<file path="config.mk">
export PLATFORM = sky130hd
export DESIGN_NAME = crc16_byte_stuffing_frame_encoder_top
export DESIGN_NICKNAME = d
export VERILOG_FILES = /design/src/design/cbsfe_pkg.sv /design/src/design/crc16_byte_stuffing_frame_encoder_top.sv
export SDC_FILE = /design/constraint.sdc
export NUM_CORES = 1
export LEC_CHECK = 0
export BUFFER_PORTS_ARGS = -buffer_cell sky130_fd_sc_hd__buf_2
export CAP_MARGIN = 20
export CORE_UTILIZATION = 35
export DETAILED_ROUTE_END_ITERATION = 16
export SLEW_MARGIN = 20
export SYNTH_ARGS = -nofsm -noshare
export SYNTH_HDL_FRONTEND = slang
export SYNTH_SLANG_ARGS = --single-unit
</file>
<file path="constraint.sdc">
create_clock -name clk -period 10.05 [get_ports clk]
set_input_delay 1.005 -clock clk [delete_from_list [all_inputs] [get_ports clk]]
set_output_delay 1.005 -clock clk [all_outputs]
set_load 0.05 [all_outputs]
</file>
<file path="src/design/cbsfe_pkg.sv">
// Package for the CRC-16 byte-stuffing frame encoder.
// Holds the framing constants, the CRC table function and the escape helper.
// No dependencies.
`default_nettype none

package cbsfe_pkg;

	localparam logic [7:0]  FLAG_BYTE = 8'h7E;
	localparam logic [7:0]  ESC_BYTE  = 8'h7D;
	localparam logic [7:0]  ESC_XOR   = 8'h20;
	localparam logic [7:0]  STAMP_BIT = 8'h40;
	localparam logic [15:0] CRC_POLY  = 16'h1021;
	localparam logic [15:0] CRC_INIT  = 16'h0000;

	localparam logic [4:0]  POS_MARK  = 5'd4;
	localparam logic [4:0]  POS_STAMP = 5'd13;
	localparam logic [4:0]  POS_LAST  = 5'd20;
	localparam logic [4:0]  POS_SAT   = 5'd21;

	// One escaped byte: up to two bytes, first one in the low half.
	typedef struct packed {
		logic [15:0] bytes;
		logic [1:0]  len;
	} esc_piece_t;

	// Table entry: idx << 8 shifted through eight MSB-first polynomial steps.
	function automatic logic [15:0] crc_tab(input logic [7:0] idx);
		logic [15:0] r;
		r = {idx, 8'h00};
		for (int k = 0; k < 8; k++) begin
			if (r[15]) begin
				r = {r[14:0], 1'b0} ^ CRC_POLY;
			end else begin
				r = {r[14:0], 1'b0};
			end
		end
		return r;
	endfunction

	function automatic esc_piece_t escape_byte(input logic [7:0] b);
		esc_piece_t p;
		if (b == FLAG_BYTE || b == ESC_BYTE) begin
			p.bytes = {b ^ ESC_XOR, ESC_BYTE};
			p.len   = 2'd2;
		end else begin
			p.bytes = {8'h00, b};
			p.len   = 2'd1;
		end
		return p;
	endfunction

endpackage

`default_nettype wire

</file>
<file path="src/design/crc16_byte_stuffing_frame_encoder_top.sv">
// Top level of the CRC-16 byte-stuffing frame encoder.
// Depends on cbsfe_pkg for constants, the CRC table and the escape helper.
`default_nettype none

// Frame encoder: each accepted body byte is stamped, folded into a CRC-16
// (poly 0x1021, init 0) and turned into a burst of 1 to 8 output bytes: the
// opening 0x7E when it starts a frame, the byte itself (0x7E/0x7D escaped as
// 0x7D, byte ^ 0x20), and on the last byte the escaped CRC high and low bytes
// and the closing 0x7E. Body byte 4 gets bit 0x40 set; body bytes 13 to 20 are
// replaced by the 64-bit timestamp sampled with the first byte, most
// significant byte first. The whole burst for one transaction is built
// combinationally into a result register and then streamed out one byte per
// cycle while m_axis_tready is high. The output port is the limit: a new input
// transaction is accepted in the same cycle as the final byte of the previous
// burst leaves, so bytes that need a one-byte burst flow at one per cycle
// while the output is not stalled.
// m_axis_tlast marks the last byte of each burst, m_axis_tuser the closing
// flag of a frame.
module crc16_byte_stuffing_frame_encoder_top
	import cbsfe_pkg::*;
(
	input  wire logic        clk,
	input  wire logic        arst_n,

	input  wire logic        s_axis_tvalid,
	output logic             s_axis_tready,
	input  wire logic [71:0] s_axis_tdata,  // [7:0] data_byte, [71:8] stamp_ms
	input  wire logic        s_axis_tlast,  // last_byte

	output logic             m_axis_tvalid,
	input  wire logic        m_axis_tready,
	output logic [7:0]       m_axis_tdata,  // [7:0] out_byte
	output logic             m_axis_tlast,  // run_last
	output logic             m_axis_tuser   // [0] frame_end
);

	// Frame state
	logic [15:0] crc_q;
	logic        in_frame_q;
	logic [4:0]  pos_q;
	logic [63:0] stamp_q;

	// Result register: burst bytes packed from the low end
	logic [63:0] res_data_q;
	logic [3:0]  res_cnt_q;
	logic [2:0]  res_idx_q;
	logic        res_end_q;
	logic        res_vld_q;

	logic        take, fin, acc;
	logic [7:0]  din;
	logic [63:0] stamp_cur;
	logic [15:0] crc_cur, crc_new;
	logic [4:0]  pos_cur, pos_nxt, stamp_off;
	logic [7:0]  body;
	esc_piece_t  p_body, p_hi, p_lo;
	logic [63:0] bvec;
	logic [3:0]  bcnt;

	assign din = s_axis_tdata[7:0];

	// A closed frame restarts from the incoming timestamp, zero CRC and position.
	assign stamp_cur = in_frame_q ? stamp_q : s_axis_tdata[71:8];
	assign crc_cur   = in_frame_q ? crc_q   : CRC_INIT;
	assign pos_cur   = in_frame_q ? pos_q   : 5'd0;
	assign pos_nxt   = (pos_cur < POS_SAT) ? pos_cur + 5'd1 : pos_cur;
	assign stamp_off = POS_LAST - pos_cur;

	always_comb begin
		body = din;
		if (pos_cur == POS_MARK) begin
			body = din | STAMP_BIT;
		end else if (pos_cur >= POS_STAMP && pos_cur <= POS_LAST) begin
			body = stamp_cur[{stamp_off[2:0], 3'b000} +: 8];
		end
	end

	assign crc_new = crc_tab(crc_cur[15:8]) ^ {crc_cur[7:0], 8'h00} ^ {8'h00, body};
	assign p_body  = escape_byte(body);
	assign p_hi    = escape_byte(crc_new[15:8]);
	assign p_lo    = escape_byte(crc_new[7:0]);

	// Assemble the burst: opening flag, body, then the trailer on the last byte.
	always_comb begin
		bvec = 64'h0;
		bcnt = 4'd0;
		if (!in_frame_q) begin
			bvec[7:0] = FLAG_BYTE;
			bcnt      = 4'd1;
		end
		bvec = bvec | ({48'h0, p_body.bytes} << {bcnt, 3'b000});
		bcnt = bcnt + {2'b00, p_body.len};
		if (s_axis_tlast) begin
			bvec = bvec | ({48'h0, p_hi.bytes} << {bcnt, 3'b000});
			bcnt = bcnt + {2'b00, p_hi.len};
			bvec = bvec | ({48'h0, p_lo.bytes} << {bcnt, 3'b000});
			bcnt = bcnt + {2'b00, p_lo.len};
			bvec = bvec | ({56'h0, FLAG_BYTE} << {bcnt, 3'b000});
			bcnt = bcnt + 4'd1;
		end
	end

	// Handshakes: take the next transaction as the last burst byte leaves.
	assign take          = res_vld_q && m_axis_tready;
	assign fin           = take && ({1'b0, res_idx_q} == res_cnt_q - 4'd1);
	assign s_axis_tready = !res_vld_q || fin;
	assign acc           = s_axis_tvalid && s_axis_tready;

	assign m_axis_tvalid = res_vld_q;
	assign m_axis_tdata  = res_data_q[{res_idx_q, 3'b000} +: 8];
	assign m_axis_tlast  = ({1'b0, res_idx_q} == res_cnt_q - 4'd1);
	assign m_axis_tuser  = res_end_q && m_axis_tlast;

	// Frame state: advance on every accepted transaction, clear at frame end.
	always_ff @(posedge clk or negedge arst_n) begin
		if (!arst_n) begin
			crc_q      <= CRC_INIT;
			in_frame_q <= 1'b0;
			pos_q      <= 5'd0;
			stamp_q    <= 64'h0;
		end else if (acc) begin
			stamp_q <= stamp_cur;
			if (s_axis_tlast) begin
				crc_q      <= CRC_INIT;
				pos_q      <= 5'd0;
				in_frame_q <= 1'b0;
			end else begin
				crc_q      <= crc_new;
				pos_q      <= pos_nxt;
				in_frame_q <= 1'b1;
			end
		end
	end

	// Result register control
	always_ff @(posedge clk or negedge arst_n) begin
		if (!arst_n) begin
			res_vld_q <= 1'b0;
			res_idx_q <= 3'd0;
			res_cnt_q <= 4'd1;
			res_end_q <= 1'b0;
		end else if (acc) begin
			res_vld_q <= 1'b1;
			res_idx_q <= 3'd0;
			res_cnt_q <= bcnt;
			res_end_q <= s_axis_tlast;
		end else if (fin) begin
			res_vld_q <= 1'b0;
		end else if (take) begin
			res_idx_q <= res_idx_q + 3'd1;
		end
	end

	// Burst payload, no reset needed
	always_ff @(posedge clk) begin
		if (acc) begin
			res_data_q <= bvec;
		end
	end

endmodule

`default_nettype wire

</file>
### Word-level counts from Yosys, hierarchy flattened

Index checks and enable logic that the tools add are counted.

* bitwise logic cells: 17
* reductions and logical operators: 13
* add/subtract/negate cells: 8
* $lt $le $gt $ge: 3
* muxes and demuxes: 29
* shift-type cells: 6
* equal/unequal tests: 9

Operator list (number)
* 64-bit bitwise OR: 3
* 16-bit by 7-bit left shift with 64-bit output: 3
* 64-bit 2-to-1 mux: 2
* 64-bit by 7-bit variable part select with 8-bit output: 2
* 13-bit 2-to-1 mux: 8
* 8-bit by 64-bit bitwise OR with 64-bit output: 1
* 7-bit by 7-bit left shift with 64-bit output (first input constant): 1
* 18-bit 2-to-1 mux: 3
* 8-bit by 7-bit == test with 1-bit output (second input constant): 6
* 16-bit 2-to-1 mux: 2
* 3-bit NOT: 8
* 8-bit 2-to-1 mux: 2
* 16-bit bitwise XOR: 1
* 16-bit by 8-bit bitwise XOR with 16-bit output: 1
* 5-bit 2-to-1 mux: 3
* 4-bit by 2-bit adder with 4-bit output: 3
* 3-bit 2-to-1 mux: 3
* 7-bit 2-to-1 mux: 1
* 5-bit by 1-bit adder with 5-bit output (second input constant): 1
* 5-bit by 3-bit == test with 1-bit output (second input constant): 1
* 5-bit by 4-bit greater-or-equal comparator with 1-bit output (second input constant): 1
* 5-bit <= comparator (second input constant): 1
* 1-bit logical AND: 5
* 5-bit < comparator (second input constant): 1
* 13 further kinds: 22

* flip-flop bits (word level): 159
* word-level logic and storage cells: 94
* output and inout port bits: 12
* input port bits: 77

### Depth between registers and ports, before layout

* depth after elaboration: 27
* mapped depth: 31
* depth with buffers taken out: 18

### Worst setup path after synthesis

OpenSTA, ideal clock, no wires.

* path kind: flip-flop to flip-flop
* start point: register in_frame_q
* end point: register res_data_q[60] (data pin)
* clock period less this slack: 7430 ps
* required time: 9786 ps
* path buffers: 11
* path slack: 2620 ps
* setup time: 264 ps
* stages on the path, launching flop included: 29
* arrival time: 7167 ps
* cells stage by stage: dfrtp_1 > buf_2 > clkbuf_1 > clkbuf_1 > clkbuf_1 > clkbuf_1 > clkbuf_1 > clkbuf_1 > nand2_1 > ha_1 > buf_2 > buf_2 > buf_2 > mux2i_1 > or3b_2 > o2111ai_1 > o21ai_0 > a21oi_1 > or3_1 > clkbuf_1 > inv_1 > fa_1 > ha_1 > fa_1 > xnor2_1 > inv_1 > ha_1 > nand3_2 > o21ai_0

* cells in the longest elaborated chain, start to end: 20
* elaborated cells on any way between the ends: 53
* classes of those cells: add/sub (4); order compare (2); eq/ne (7); shift (5); mux (18); bitwise (13); reduce/logical (4)

RTL lines
* start: declaration: RTL line crc16_byte_stuffing_frame_encoder_top.sv:39 `logic in_frame_q;`
* start signal: assignment: RTL line crc16_byte_stuffing_frame_encoder_top.sv:118 `in_frame_q <= 1'b0;`
* start signal: assignment: RTL line crc16_byte_stuffing_frame_encoder_top.sv:126 `in_frame_q <= 1'b0;`
* start signal: assignment: RTL line crc16_byte_stuffing_frame_encoder_top.sv:130 `in_frame_q <= 1'b1;`
* branches (longest 19 deep; another with 4-bit by 2-bit adder with 4-bit output)
* 64-bit 2-to-1 mux (*): RTL line crc16_byte_stuffing_frame_encoder_top.sv:93 `if (s_axis_tlast) begin`
* end signal: assignment: RTL line crc16_byte_stuffing_frame_encoder_top.sv:157 `res_data_q <= bvec;`
* end: declaration: RTL line crc16_byte_stuffing_frame_encoder_top.sv:44 `logic [63:0] res_data_q;`

Every way passes the cells marked *.
A chain may end at the register's enable or synchronous reset.

### Worst setup path after layout

* start point: register pos_q[0]
* end point: register res_data_q[60] (data pin)

* cells in the longest elaborated chain, start to end: 14
* elaborated cells on any way between the ends: 30
* classes of those cells: add/sub (4); order compare (2); eq/ne (5); shift (5); mux (6); bitwise (5); reduce/logical (3)

RTL lines
* start: declaration: RTL line crc16_byte_stuffing_frame_encoder_top.sv:40 `logic [4:0] pos_q;`
* start signal: assignment: RTL line crc16_byte_stuffing_frame_encoder_top.sv:129 `pos_q <= pos_nxt;`
* 5-bit 2-to-1 mux (*): RTL line crc16_byte_stuffing_frame_encoder_top.sv:65 `assign pos_cur = in_frame_q ? pos_q : 5'd0;`
* 3-bit subtractor, or another cell as far along: RTL line crc16_byte_stuffing_frame_encoder_top.sv:67 `assign stamp_off = POS_LAST - pos_cur;`
* 64-bit by 7-bit variable part select with 8-bit output / 1-bit logical AND (equally long branches): RTL line crc16_byte_stuffing_frame_encoder_top.sv:74, crc16_byte_stuffing_frame_encoder_top.sv:73
* 8-bit 2-to-1 mux: RTL line crc16_byte_stuffing_frame_encoder_top.sv:73 `end else if (pos_cur >= POS_STAMP && pos_cur <= POS_LAST) begin`
* 8-bit 2-to-1 mux (*): RTL line crc16_byte_stuffing_frame_encoder_top.sv:71 `if (pos_cur == POS_MARK) begin`
* 8-bit by 7-bit == test with 1-bit output: RTL line cbsfe_pkg.sv:42 `if (b == FLAG_BYTE || b == ESC_BYTE) begin`
* 1-bit logical OR: RTL line cbsfe_pkg.sv:42
* 18-bit 2-to-1 mux: RTL line cbsfe_pkg.sv:42
* 4-bit by 2-bit adder with 4-bit output / 16-bit by 7-bit left shift with 64-bit output (equally long branches): RTL line crc16_byte_stuffing_frame_encoder_top.sv:92, crc16_byte_stuffing_frame_encoder_top.sv:91
* 4-bit by 2-bit adder with 4-bit output, or another cell as far along: RTL line crc16_byte_stuffing_frame_encoder_top.sv:95 `bcnt = bcnt + {2'b00, p_hi.len};`
* 4-bit by 2-bit adder with 4-bit output, or another cell as far along: RTL line crc16_byte_stuffing_frame_encoder_top.sv:97 `bcnt = bcnt + {2'b00, p_lo.len};`
* 7-bit by 7-bit left shift with 64-bit output / 64-bit bitwise OR (equally long branches): RTL line crc16_byte_stuffing_frame_encoder_top.sv:98, crc16_byte_stuffing_frame_encoder_top.sv:96
* 64-bit bitwise OR: RTL line crc16_byte_stuffing_frame_encoder_top.sv:98 `bvec = bvec | ({56'h0, FLAG_BYTE} << {bcnt, 3'b000});`
* 64-bit 2-to-1 mux (*): RTL line crc16_byte_stuffing_frame_encoder_top.sv:93

Every way passes the cells marked *; elsewhere a longest branch is shown, timed or not.

==> results.toml <==
[placed_design]
dp_slack_ns = 2.06
dp.final_hpwl_microns = 20500
placed_area_sq_mm = 0.0103
port_buffers = 88
gp_routability_congestion = 0.966

[setup_path]
endpoint_kind = "register"
reg2reg_depth = 17
crit_required_ns = 10.21
worstSetupPathType = "reg -> reg"
critPathArrivalTime_ns = 8.26
start_kind = "register"
crit_fanout = 37

[final_layout]
area_growth_pct = 12.3
fillCellCount = 2642
fin_area_sq_mm = 0.0108
nets = 1017
drive_gt1_share_pct = 27.4

[pwr]
max-vdd-ir-drop_mv = 0.106
p_leak_nw = 4.26
power_w = 0.00355
power_density_mw_per_mm2 = 328

[routing]
drt-initial-drc-count = 777
vias = 7454
viasPerCell = 5.83
routedWlPerCell_microns = 21.8
wl_microns = 27900
first_pass_iters = 6
drc = 0
drtAntennaViolNets = 0

[logic_synthesis]
synthXorXnorAreaFrac_pct = 3.49
synth-seq-cells = 159
ys.flop_type = "dfrtp_1"
ys_seq_area_share_pct = 44.6
synthArstFlopShare_pct = 59.7
netlist_area_sq_mm = 0.00965
synth_edf_count = 64
syn_area_per_cell_sq_um = 11.1
synth_fp_nets = 964
synth_cells = 871
yosys-mux-area-fraction_pct = 17.9
yosysWarnings = 0
synth_top_family_by_area = "multiplexers"
synth_compound_area_share_pct = 15.5
synth_fa_ha_area_share_pct = 2.23
synthSimpleGateAreaFrac_pct = 12.1
ys_types = 84

[timing]
setup_tns_ns = 0
slew_viol_final = 0
max-slew-margin-rel_pct = 22.1
finalCritPeriodShare_pct = 80.6
setup-violations-final = 0
rsz0062_at_grt = "no"
fin_ws_ns = 1.95
fin_crit_ns = 8.10
max_freq_mhz = 123
worstMarginPinSlew_ns = 1.17
fin_skew_ns = 0.0169
final_hold_viol_count = 0

[clock_network]
cts_sinks = 159
htree_levels = 4
cts_resized = 0
cts_tree = "done"
clock_latency_ns = 0.44
cts_buffer_depth = 2
cts_root_buf = "clkbuf_16"
numCtsBuffers = 17
cts_setup_buffers = 0
clk_pin_slew_ns = 0.07
holdBufCountCts = 0

[flow_run]
drv_cap = 0

[global_route]
overflow = 0
grt_usage_pct = 20.2
grt_pass1_vias = 7359
grt_max_degree = 66
grt_pass1_wl_microns = 43400
antenna_found_initial = 4

[min_path]
whs_path_depth = 2
hold_class = "reg -> reg"

[floorplan]
die_h_microns = 168
floorplan.die_area_sq_mm = 0.0282
io_pins = 89
initial_core_util_pct = 35.7
die_w_microns = 168
row_count = 60
core_sq_mm = 0.0270

[status]
status = "complete, no violations"
-- path summary, 6_finish.rpt --
| kind | start | endpoint | slack (ns) |
|---|---|---|---|
| min reg2reg | res_end_q$_DFFE_PN0P_ | res_end_q$_DFFE_PN0P_ | 0.47 |
| max | pos_q[0]$_DFFE_PN0P_ | res_data_q[60]$_SDFFCE_PN0P_ | 1.95 |
| min | res_end_q$_DFFE_PN0P_ | res_end_q$_DFFE_PN0P_ | 0.47 |
| max reg2reg | pos_q[0]$_DFFE_PN0P_ | res_data_q[60]$_SDFFCE_PN0P_ | 1.95 |
| min in group asynchronous | arst_n | stamp_q[47]$_DFFE_PN0P_ | 0.50 |
| max in group asynchronous | arst_n | pos_q[0]$_DFFE_PN0P_ | 8.28 |
-- logic make-up (layout without fill, tap and decap cells) --
logic type | after synthesis | in the layout
compound gates | 204 | 204
xor+xnor | 36 | 36
fa+ha+maj | 16 | 16
buf+inv | 90 | 156
flops | 159 | 159
mux | 137 | 137
other cells | 0 | 1
simple gates | 229 | 229
-- Yosys cell counts, types with 21 or more instances --
library cell	instances	area [sq um]
nand2_1	74	278
edfxtp_1	64	1920
mux2_2	83	935
xnor2_1	21	184
a21oi_1	23	115
mux2i_1	34	340
nand3_1	28	140
clkbuf_1	44	165
nor2_1	44	165
o21ai_0	41	205
inv_1	26	97.6
dfrtp_1	94	2350
-- worst max-delay path, stage by stage (launching register included) --
cell	delay [ns]
dfrtp_2	0.96
and2_1	0.37
ha_1	0.86
inv_1	0.35
mux4_2	0.55
nor2_1	0.14
a221oi_1	0.11
or4_1	0.70
or3_1	0.58
inv_1	0.16
fa_1	0.66
ha_1	0.35
fa_1	0.44
xnor2_1	0.68
inv_1	0.33
ha_1	0.30
nand3_2	0.12
o21ai_0	0.13
-- cells in the final DEF, fill, tap and decap left out, types with 8 or more instances in the layout --
cell       netlist  final
dfrtp_1         94     92
buf_2            7     87
mux2_2          83     83
nand2_1         74     74
edfxtp_1        64     64
nor2_1          44     43
o21ai_0         41     41
mux2i_1         34     34
nand3_1         28     28
inv_1           26     26
a21oi_1         23     23
xnor2_1         21     21
mux4_2          20     20
clkbuf_16        0     17
o31ai_1         15     15
ha_1            14     14
nor3_1          13     13
o22ai_1         13     13
xor2_1          13     13
o211ai_1        11     11
or3_1           10     10
a22oi_1         10     10
nand2b_1         9      9
and2_1           9      9
o221ai_1         9      9
nand4_1          8      8
buf_4            1      8
-- per-stage QoR --
step,utilization (%),hold slack [ns],cells
floorplan,-,0.439,871
global placement,38.1,0.453,1246
detailed placement,38.1,0.466,1246
CTS,40.1,0.483,1278
global route,40.1,0.520,1278
finish,40.1,0.471,1279
-- power by group --
part / internal (W) / switching [W]
logic: 0.000696 / 0.00112
registers: 0.000954 / 0.000181
clock network: 0.000320 / 0.000283
total: 0.00197 / 0.00158
-- metal layers --
| layer | part of all wire (%) | wire [microns] | global-route usage [%] |
|---|---|---|---|
| met2 | 48 | 13300 | 32.7 |
| met5 | 0.083 | 23 | 0 |
| met1 | 44 | 12300 | 27.4 |
| met4 | 1.7 | 463 | 5.42 |
| met3 | 6.4 | 1770 | 4.04 |
-- flip-flops by register name, summed over array words and instances (netlist names), 3 cells and up --
signal      count
res_data_q     64
res_idx_q       3
crc_q          16
stamp_q        64
pos_q           5
res_cnt_q       4
-- cell type report --
cell class | count | area, sq um | area share [%]
multi-input cells | 622 | 4960 | 45.8
well taps | 341 | 427 | 3.94
clock inverters | 14 | 108 | 0.994
inverters | 29 | 109 | 1.01
diodes | 1 | 2.50 | 0.0231
clock buffers | 18 | 429 | 3.96
flip-flops and latches | 159 | 4300 | 39.7
repair buffers | 95 | 495 | 4.57
No activity file was read; power rests on OpenSTA's default activity.
